**src/rtl/ajfs_pkg.sv**
```systemverilog
`timescale 1ns / 1ps

package ajfs_pkg;

    // Widths of the character stream
    localparam int CP_W    = 21;
    localparam int BASE_W  = 11;
    localparam int FORM_W  = 16;

    // Table size and the block of code points it can match
    localparam int TABLE_SIZE = 40;
    localparam logic [CP_W-1:0] RTL_LOW  = 21'h000590;
    localparam logic [CP_W-1:0] RTL_HIGH = 21'h00085F;

    // Result buffer depth
    localparam int QDEPTH = 4;
    localparam int QPTR_W = $clog2(QDEPTH);
    localparam int QCNT_W = $clog2(QDEPTH + 1);

    // A form of zero means the letter has no such form
    localparam logic [FORM_W-1:0] NO_FORM = 16'h0000;

    typedef struct packed {
        logic [BASE_W-1:0] base;
        logic [FORM_W-1:0] iso;
        logic [FORM_W-1:0] fin;
        logic [FORM_W-1:0] ini;
        logic [FORM_W-1:0] med;
    } shape_row_t;

    typedef struct packed {
        logic              hit;
        logic [FORM_W-1:0] iso;
        logic [FORM_W-1:0] fin;
        logic [FORM_W-1:0] ini;
        logic [FORM_W-1:0] med;
    } shape_hit_t;

    typedef struct packed {
        logic [CP_W-1:0] shaped_code_point;
        logic            is_last;
    } out_item_t;

    // Letters U+0622..U+063A and U+0641..U+064A, harakat U+064E..U+0652, with their forms
    localparam shape_row_t SHAPE_TABLE [TABLE_SIZE] = '{
        '{11'h622, 16'hFE81, 16'hFE82, 16'h0000, 16'h0000},
        '{11'h623, 16'hFE83, 16'hFE84, 16'h0000, 16'h0000},
        '{11'h624, 16'hFE85, 16'hFE86, 16'h0000, 16'h0000},
        '{11'h625, 16'hFE87, 16'hFE88, 16'h0000, 16'h0000},
        '{11'h626, 16'hFE89, 16'hFE8A, 16'hFE8B, 16'hFE8C},
        '{11'h627, 16'hFE8D, 16'hFE8E, 16'h0000, 16'h0000},
        '{11'h628, 16'hFE8F, 16'hFE90, 16'hFE91, 16'hFE92},
        '{11'h629, 16'hFE93, 16'hFE94, 16'h0000, 16'h0000},
        '{11'h62A, 16'hFE95, 16'hFE96, 16'hFE97, 16'hFE98},
        '{11'h62B, 16'hFE99, 16'hFE9A, 16'hFE9B, 16'hFE9C},
        '{11'h62C, 16'hFE9D, 16'hFE9E, 16'hFE9F, 16'hFEA0},
        '{11'h62D, 16'hFEA1, 16'hFEA2, 16'hFEA3, 16'hFEA4},
        '{11'h62E, 16'hFEA5, 16'hFEA6, 16'hFEA7, 16'hFEA8},
        '{11'h62F, 16'hFEA9, 16'hFEAA, 16'h0000, 16'h0000},
        '{11'h630, 16'hFEAB, 16'hFEAC, 16'h0000, 16'h0000},
        '{11'h631, 16'hFEAD, 16'hFEAE, 16'h0000, 16'h0000},
        '{11'h632, 16'hFEAF, 16'hFEB0, 16'h0000, 16'h0000},
        '{11'h633, 16'hFEB1, 16'hFEB2, 16'hFEB3, 16'hFEB4},
        '{11'h634, 16'hFEB5, 16'hFEB6, 16'hFEB7, 16'hFEB8},
        '{11'h635, 16'hFEB9, 16'hFEBA, 16'hFEBB, 16'hFEBC},
        '{11'h636, 16'hFEBD, 16'hFEBE, 16'hFEBF, 16'hFEC0},
        '{11'h637, 16'hFEC1, 16'hFEC2, 16'hFEC3, 16'hFEC4},
        '{11'h638, 16'hFEC5, 16'hFEC6, 16'hFEC7, 16'hFEC8},
        '{11'h639, 16'hFEC9, 16'hFECA, 16'hFECB, 16'hFECC},
        '{11'h63A, 16'hFECD, 16'hFECE, 16'hFECF, 16'hFED0},
        '{11'h641, 16'hFED1, 16'hFED2, 16'hFED3, 16'hFED4},
        '{11'h642, 16'hFED5, 16'hFED6, 16'hFED7, 16'hFED8},
        '{11'h643, 16'hFED9, 16'hFEDA, 16'hFEDB, 16'hFEDC},
        '{11'h644, 16'hFEDD, 16'hFEDE, 16'hFEDF, 16'hFEE0},
        '{11'h645, 16'hFEE1, 16'hFEE2, 16'hFEE3, 16'hFEE4},
        '{11'h646, 16'hFEE5, 16'hFEE6, 16'hFEE7, 16'hFEE8},
        '{11'h647, 16'hFEE9, 16'hFEEA, 16'hFEEB, 16'hFEEC},
        '{11'h648, 16'hFEED, 16'hFEEE, 16'h0000, 16'h0000},
        '{11'h649, 16'hFEEF, 16'hFEF0, 16'h0000, 16'h0000},
        '{11'h64A, 16'hFEF1, 16'hFEF2, 16'hFEF3, 16'hFEF4},
        '{11'h64E, 16'hFE76, 16'h0000, 16'h0000, 16'hFE77},
        '{11'h64F, 16'hFE78, 16'h0000, 16'h0000, 16'hFE79},
        '{11'h650, 16'hFE7A, 16'h0000, 16'h0000, 16'hFE7B},
        '{11'h651, 16'hFE7C, 16'h0000, 16'h0000, 16'hFE7D},
        '{11'h652, 16'hFE7E, 16'h0000, 16'h0000, 16'hFE7F}
    };

    // Match a code point against every table row in parallel
    function automatic shape_hit_t find_row(input logic [CP_W-1:0] cp);
        shape_hit_t r;
        r = '0;
        if (cp >= RTL_LOW && cp <= RTL_HIGH)
        begin
            for (int i = 0; i < TABLE_SIZE; i++)
            begin
                if (cp == {{(CP_W-BASE_W){1'b0}}, SHAPE_TABLE[i].base})
                begin
                    r.hit = 1'b1;
                    r.iso = SHAPE_TABLE[i].iso;
                    r.fin = SHAPE_TABLE[i].fin;
                    r.ini = SHAPE_TABLE[i].ini;
                    r.med = SHAPE_TABLE[i].med;
                end
            end
        end
        return r;
    endfunction

    // Joins toward its right-hand display neighbour
    function automatic logic joins_rightward(input shape_hit_t r);
        return r.hit && (r.fin != NO_FORM || r.med != NO_FORM);
    endfunction

    // Joins toward its left-hand display neighbour
    function automatic logic joins_leftward(input shape_hit_t r);
        return r.hit && (r.ini != NO_FORM || r.med != NO_FORM);
    endfunction

    // Pick the contextual form; unknown characters pass through
    function automatic logic [CP_W-1:0] shape_one(input logic [CP_W-1:0] cp,
                                                  input shape_hit_t r,
                                                  input logic left,
                                                  input logic right);
        logic [FORM_W-1:0] f;
        if (!left)
            f = (right && r.fin != NO_FORM) ? r.fin : r.iso;
        else if (right)
            f = (r.med != NO_FORM) ? r.med : r.fin;
        else
            f = (r.ini != NO_FORM) ? r.ini : r.iso;
        return r.hit ? {{(CP_W-FORM_W){1'b0}}, f} : cp;
    endfunction

endpackage

```
**src/rtl/ajfs_if.sv**
```systemverilog
`timescale 1ns / 1ps

// Input character channel
interface ajfs_in_if;
    logic                     valid;
    logic                     ready;
    logic [ajfs_pkg::CP_W-1:0] code_point;
    logic                     end_of_string;

    modport source (output valid, output code_point, output end_of_string, input ready);
    modport sink   (input valid, input code_point, input end_of_string, output ready);
endinterface

// Shaped character channel
interface ajfs_out_if;
    logic                     valid;
    logic                     ready;
    logic [ajfs_pkg::CP_W-1:0] shaped_code_point;
    logic                     is_last;

    modport source (output valid, output shaped_code_point, output is_last, input ready);
    modport sink   (input valid, input shaped_code_point, input is_last, output ready);
endinterface

```
**src/rtl/arabic_joining_form_shaper_core.sv**
```systemverilog
`timescale 1ns / 1ps

// Streaming Arabic contextual shaper. It takes one display-order code point per
// cycle while its queue has room and returns each character in its isolated,
// final, initial or medial presentation form, chosen from a 40-entry constant
// table on the unshaped neighbours; characters outside the table pass through
// unchanged. Each character is held until its right neighbour arrives, so a
// result appears one input behind, and an end-of-string character flushes both
// the held character and itself in the same transfer. Sustained rate is one
// character per cycle: the table match and form selection are combinational
// between the held character and a four-entry result queue, and the input takes
// a transfer whenever the queue has two free slots, which with the output always
// ready is every cycle. Each result is written into the queue at its transfer.
module arabic_joining_form_shaper_core (
    input  logic           clk,
    input  logic           rst_n,
    ajfs_in_if.sink        chars,
    ajfs_out_if.source     glyphs
);

    // Held character and its left-join flag
    logic [ajfs_pkg::CP_W-1:0] pending_char_reg, pending_char_next;
    logic                      pending_valid_reg, pending_valid_next;
    logic                      left_joins_reg, left_joins_next;

    // Result queue
    ajfs_pkg::out_item_t       queue_reg [ajfs_pkg::QDEPTH];
    logic [ajfs_pkg::QPTR_W-1:0] wr_ptr_reg, wr_ptr_next;
    logic [ajfs_pkg::QPTR_W-1:0] rd_ptr_reg, rd_ptr_next;
    logic [ajfs_pkg::QCNT_W-1:0] count_reg, count_next;

    logic                      in_xfer;
    logic                      out_xfer;
    ajfs_pkg::shape_hit_t      new_row;
    ajfs_pkg::shape_hit_t      held_row;
    logic                      new_left;
    ajfs_pkg::out_item_t       item_a;
    ajfs_pkg::out_item_t       item_b;
    logic                      push_a;
    logic                      push_b;
    logic [ajfs_pkg::QCNT_W-1:0] push_cnt;
    logic [ajfs_pkg::QPTR_W-1:0] wr_ptr_b;

    // Accept while two slots are free
    assign chars.ready = (count_reg <= ajfs_pkg::QCNT_W'(ajfs_pkg::QDEPTH - 2));
    assign in_xfer     = chars.valid && chars.ready;

    assign glyphs.valid             = (count_reg != '0);
    assign glyphs.shaped_code_point = queue_reg[rd_ptr_reg].shaped_code_point;
    assign glyphs.is_last           = queue_reg[rd_ptr_reg].is_last;
    assign out_xfer                 = glyphs.valid && glyphs.ready;

    // Shape the held character against the new one, and the new one if last
    always_comb
    begin
        new_row  = ajfs_pkg::find_row(chars.code_point);
        held_row = ajfs_pkg::find_row(pending_char_reg);
        new_left = pending_valid_reg && ajfs_pkg::joins_rightward(held_row);

        item_b.shaped_code_point = ajfs_pkg::shape_one(chars.code_point, new_row,
                                                       new_left, 1'b0);
        item_b.is_last           = 1'b1;

        if (pending_valid_reg)
        begin
            item_a.shaped_code_point = ajfs_pkg::shape_one(pending_char_reg, held_row,
                                           left_joins_reg,
                                           ajfs_pkg::joins_leftward(new_row));
            item_a.is_last           = 1'b0;
        end
        else
        begin
            item_a = item_b;
        end

        push_a   = in_xfer && (pending_valid_reg || chars.end_of_string);
        push_b   = in_xfer && pending_valid_reg && chars.end_of_string;
        push_cnt = ajfs_pkg::QCNT_W'({1'b0, push_a}) + ajfs_pkg::QCNT_W'({1'b0, push_b});
        wr_ptr_b = wr_ptr_reg + ajfs_pkg::QPTR_W'(1);
    end

    // Advance the held character and the queue pointers
    always_comb
    begin
        pending_char_next  = pending_char_reg;
        pending_valid_next = pending_valid_reg;
        left_joins_next    = left_joins_reg;
        if (in_xfer)
        begin
            if (chars.end_of_string)
            begin
                pending_char_next  = '0;
                pending_valid_next = 1'b0;
                left_joins_next    = 1'b0;
            end
            else
            begin
                pending_char_next  = chars.code_point;
                pending_valid_next = 1'b1;
                left_joins_next    = new_left;
            end
        end

        wr_ptr_next = wr_ptr_reg + ajfs_pkg::QPTR_W'(push_cnt);
        rd_ptr_next = out_xfer ? rd_ptr_reg + ajfs_pkg::QPTR_W'(1) : rd_ptr_reg;
        count_next  = count_reg + push_cnt - ajfs_pkg::QCNT_W'({1'b0, out_xfer});
    end

    // Control registers
    always_ff @(posedge clk or negedge rst_n)
    begin
        if (!rst_n)
        begin
            pending_char_reg  <= '0;
            pending_valid_reg <= 1'b0;
            left_joins_reg    <= 1'b0;
            wr_ptr_reg        <= '0;
            rd_ptr_reg        <= '0;
            count_reg         <= '0;
        end
        else
        begin
            pending_char_reg  <= pending_char_next;
            pending_valid_reg <= pending_valid_next;
            left_joins_reg    <= left_joins_next;
            wr_ptr_reg        <= wr_ptr_next;
            rd_ptr_reg        <= rd_ptr_next;
            count_reg         <= count_next;
        end
    end

    // Write results into the queue
    always_ff @(posedge clk)
    begin
        if (push_a)
            queue_reg[wr_ptr_reg] <= item_a;
        if (push_b)
            queue_reg[wr_ptr_b] <= item_b;
    end

    // Queue never overfills
    assert property (@(posedge clk) disable iff (!rst_n)
        count_reg <= ajfs_pkg::QCNT_W'(ajfs_pkg::QDEPTH))
        else $error("result queue overflow");

    // A transfer only happens with room for two results
    assert property (@(posedge clk) disable iff (!rst_n)
        in_xfer |-> count_reg <= ajfs_pkg::QCNT_W'(ajfs_pkg::QDEPTH - 2))
        else $error("input taken without room for two results");

    // End of string flushes the held character
    assert property (@(posedge clk) disable iff (!rst_n)
        (in_xfer && chars.end_of_string) |=> !pending_valid_reg && !left_joins_reg)
        else $error("window not flushed after end of string");

    // A mid-line character is held afterwards
    assert property (@(posedge clk) disable iff (!rst_n)
        (in_xfer && !chars.end_of_string) |=> pending_valid_reg)
        else $error("character not held");

    // Left-join flag only with a held character
    assert property (@(posedge clk) disable iff (!rst_n)
        left_joins_reg |-> pending_valid_reg)
        else $error("left-join flag without held character");

endmodule

```
**src/flat_wrapper.sv**
```systemverilog
// flat-port wrapper written by rule: the top's interface ports become plain ports
module arabic_joining_form_shaper_core_flat 
  (clk, rst_n, chars_valid, chars_code_point, chars_end_of_string, chars_ready, glyphs_valid, glyphs_shaped_code_point, glyphs_is_last, glyphs_ready);
  ajfs_in_if chars_i ();
  ajfs_out_if glyphs_i ();
  input  logic clk;
  input  logic rst_n;
  input wire logic [$bits(chars_i.valid)-1:0] chars_valid;
  input wire logic [$bits(chars_i.code_point)-1:0] chars_code_point;
  input wire logic [$bits(chars_i.end_of_string)-1:0] chars_end_of_string;
  output wire logic [$bits(chars_i.ready)-1:0] chars_ready;
  output wire logic [$bits(glyphs_i.valid)-1:0] glyphs_valid;
  output wire logic [$bits(glyphs_i.shaped_code_point)-1:0] glyphs_shaped_code_point;
  output wire logic [$bits(glyphs_i.is_last)-1:0] glyphs_is_last;
  input wire logic [$bits(glyphs_i.ready)-1:0] glyphs_ready;
  assign chars_i.valid = chars_valid;
  assign chars_i.code_point = chars_code_point;
  assign chars_i.end_of_string = chars_end_of_string;
  assign chars_ready = chars_i.ready;
  assign glyphs_valid = glyphs_i.valid;
  assign glyphs_shaped_code_point = glyphs_i.shaped_code_point;
  assign glyphs_is_last = glyphs_i.is_last;
  assign glyphs_i.ready = glyphs_ready;
  arabic_joining_form_shaper_core u_core (.clk(clk), .rst_n(rst_n), .chars(chars_i), .glyphs(glyphs_i));
endmodule
```
**config.mk**
```make
export PLATFORM = sky130hd
export DESIGN_NAME = arabic_joining_form_shaper_core_flat
export DESIGN_NICKNAME = d
export VERILOG_FILES = /design/src/rtl/ajfs_pkg.sv /design/src/rtl/ajfs_if.sv /design/src/rtl/arabic_joining_form_shaper_core.sv /design/src/flat_wrapper.sv
export SDC_FILE = /design/constraint.sdc
export NUM_CORES = 1
export LEC_CHECK = 0
export ABC_AREA = 1
export BUFFER_PORTS_ARGS = -buffer_cell sky130_fd_sc_hd__buf_4
export CAP_MARGIN = 20
export CORE_UTILIZATION = 38
export DETAILED_ROUTE_END_ITERATION = 10
export PLACE_DENSITY = 0.58
export SLEW_MARGIN = 20
export SYNTH_ARGS = -nofsm -noshare
export SYNTH_HDL_FRONTEND = slang
export SYNTH_SLANG_ARGS = --single-unit
```
**constraint.sdc**
```tcl
create_clock -name clk -period 8.13 [get_ports clk]
set_clock_uncertainty 0.1 [all_clocks]
set_input_delay 2.439 -clock clk [delete_from_list [all_inputs] [get_ports clk]]
set_output_delay 2.439 -clock clk [all_outputs]
set_load 0.02 [all_outputs]
```
==> flow_metrics.py <==
metrics = {
    "logic_synthesis": {
        "async_flop_share_pct": 25.4,
        "synth_most_common_cell": "nand2_1",
        "ys_seq_area_share_pct": 36.2,
        "synth_cell_types": 63,
        "ys_seq_elements": 118,
        "syn_area_um2": 9270,
        "syn_nets": 1306,
        "ys.flop_type": "edfxtp_1",
        "synth_area_leaders": "edfxtp_1, nand2_1, dfrtp_1, nor2_1, o22ai_1",
        "yosysWarnings": 0,
        "syn_inst": 1274,
        "synth_top_area_share_pct": 27.2,
        "ys_top_cells_by_count": "nand2_1, nor2_1, inv_1",
        "syn-mean-instance-area_um2": 7.27,
        "yosys.area.top_type": "edfxtp_1",
        "synth_edf_count": 84,
    },
    "placement": {
        "port_buffers": 49,
        "place_congestion": 0.956,
        "place_hpwl_mm": 22.5,
    },
    "worst_setup_path": {
        "r2r_cells": 8,
        "crit_required_ns": 8.17,
        "crit_path_start_kind": "input port",
        "worstSetupPathType": "input port to flop",
        "crit_path_max_fanout": 15,
        "cp-end-kind": "flop",
        "reg2reg_from": "u_core.count_reg[1]",
        "rr_endpoint": "u_core.queue_reg[2][12]",
        "r2r_slack_ns": 4.30,
        "worst_ep_arrival_time_ns": 5.43,
    },
    "run_status": {
        "status": "finished, final reports clean",
    },
    "worst_hold_path": {
        "min_from": "u_core.queue_reg[1][0]",
        "holdPathStages": 2,
        "min_to": "u_core.queue_reg[1][0]",
        "holdCritPathClass": "flop to flop",
    },
    "global_route": {
        "grt_use_met1_pct": 33.4,
        "grt_max_degree": 47,
        "gr-usage-met2_pct": 40.6,
        "grt_pass1_vias": 8692,
        "gr-max-usage-layer": "met2",
        "grt.total_usage_pct": 24.9,
        "grt_overflow": 0,
        "grt_use_met3_pct": 3.86,
        "antenna_found_initial": 0,
        "grt_pass1_wl_mm": 47.7,
    },
    "sta": {
        "final-setup-viol-count": 0,
        "fin_setup_tns_ns": 0,
        "post-route-min-period_ns": 5.38,
        "hold_violations": 0,
        "drv_slew": 0,
        "slew_headroom_pct": 32.8,
        "min_period_over_period_pct": 66.2,
        "fmax_mhz": 186,
        "tightestPinTransition_ns": 1.00,
        "rsz0062_at_grt": "no",
    },
    "detailed_routing": {
        "vias": 9474,
        "drt-total-wl_mm": 30.3,
        "drtAntennaViolNets": 0,
        "viasPerCell": 5.75,
        "first_iter_violations": 1018,
        "drc": 0,
        "firstDrtPassIters": 5,
        "wire_per_inst_um": 18.4,
    },
    "floorplanning": {
        "rows": 56,
        "die_h_um": 158,
        "ios": 50,
        "start_util_pct": 39.1,
        "core_um2": 23700,
        "die_w_um": 158,
        "fp.dieArea_um2": 25000,
    },
    "clock_network": {
        "clkSinkCount": 118,
        "cts.clk_slew.worst_paths_ns": 0.06,
        "cts_made_buffers": 17,
        "post_cts_buffers": 0,
        "root_buffer": "clkbuf_16",
        "hold_buffers": 0,
        "htree_levels": 4,
        "cts_resized": 0,
        "cts_buffer_depth": 2,
        "clock_latency_ns": 0.43,
        "cts_tree": "done",
    },
    "cells_and_area": {
        "area_growth_pct": 14.2,
        "num-nets-final": 1348,
        "drive_above_1_share_pct": 17.7,
        "diodes": 0,
        "final_core_util_pct": 44.7,
        "largest_register_ffs": 88,
    },
    "pwr": {
        "p_per_area_nw_per_um2": 287,
        "ir_worst_vdd_v": 0.000161,
        "p_leak_nw": 4.72,
    },
    "run": {
        "maxCapViolCount": 0,
    },
}
[routing by layer]
metal	vias up	wire length [um]
met3	54	2200
met2	411	14000
met1	4458	13400
li1	4551	-
met4	0	686
met5	-	0
[where the power goes]
part           internal [mW]  total [mW]  switching (mW)
clock                  0.514       0.811           0.296
combinational          0.397        1.32           0.928
sequential             0.796       0.902           0.106
[logic make-up (layout without fill, tap and decap cells)]
kind of cell / Yosys count / count (layout) / synth area share [%]
and+or+nand+nor: 685 / 685 / 36.6
DFF: 118 / 118 / 36.2
adders and majority gates: 6 / 6 / 0.891
xor gates and xnor gates: 6 / 6 / 0.567
AOI/OAI and AO/OA: 254 / 254 / 16.9
buffers and inverters: 205 / 260 / 8.90
[cell type report]
class	instances	area (um2)
Clock buffer	17	425
Multi-Input combinational cell	951	5090
Sequential cell	118	3350
Fill cell	2496	13100
Inverter	166	633
Timing Repair Buffer	62	473
Tap cell	319	399
Clock inverter	15	203
[layout by cell type (no fill, tap or decap), types with 5 or more instances in the layout]
cell type / n
o22ai_1: 94
nor3_1: 47
buf_4: 61
nor2_4: 11
edfxtp_1: 84
nand3_1: 99
nand3_2: 15
o22ai_2: 5
o21ai_0: 70
nor4_1: 13
inv_2: 40
nor2_1: 162
clkbuf_16: 17
clkinv_1: 6
inv_1: 117
nand4_1: 41
nand2_2: 19
a211oi_1: 5
nor2_2: 16
nand2_1: 229
dfrtp_1: 30
a21oi_1: 35
nor3_2: 10
o21ai_1: 15
ha_1: 5
a31oi_1: 5
[stage by stage]
step	instance area (um2)	std cells	hold slack [ns]	power [mW]	setup slack, ns
finish	10600	1648	0.367	3.04	2.75
global route	10600	1648	0.384	3.20	2.53
CTS	10600	1648	0.369	3.04	2.86
detailed placement	9950	1616	0.356	2.23	2.43
global placement	9930	1615	0.346	2.21	2.48
floorplan	9270	1274	0.337	1.78	3.37
[worst max-delay path: stages]
cell	delay (ns)
buf_4	0.12
inv_1	0.08
nand4_1	0.49
inv_1	0.24
nand2_1	0.18
nand2_2	0.09
nor3_2	0.17
nand2_1	0.12
nor2_2	0.14
nand2_2	0.11
nor3_1	0.82
o22ai_1	0.22
inv_2	0.14
o22ai_1	0.08
[how the worst max path moves through the flow]
stage,start,end,cells after the start
finish,chars_code_point[5],u_core.queue_reg[0][8],14
global route,chars_code_point[15],u_core.queue_reg[0][3],19
CTS,chars_code_point[12],u_core.queue_reg[3][3],19
detailed placement,chars_code_point[15],u_core.queue_reg[3][3],19
global placement,chars_code_point[15],u_core.queue_reg[2][3],19
floorplan,chars_valid,u_core.queue_reg[2][10],7
Power figures use the tool's default switching activity.
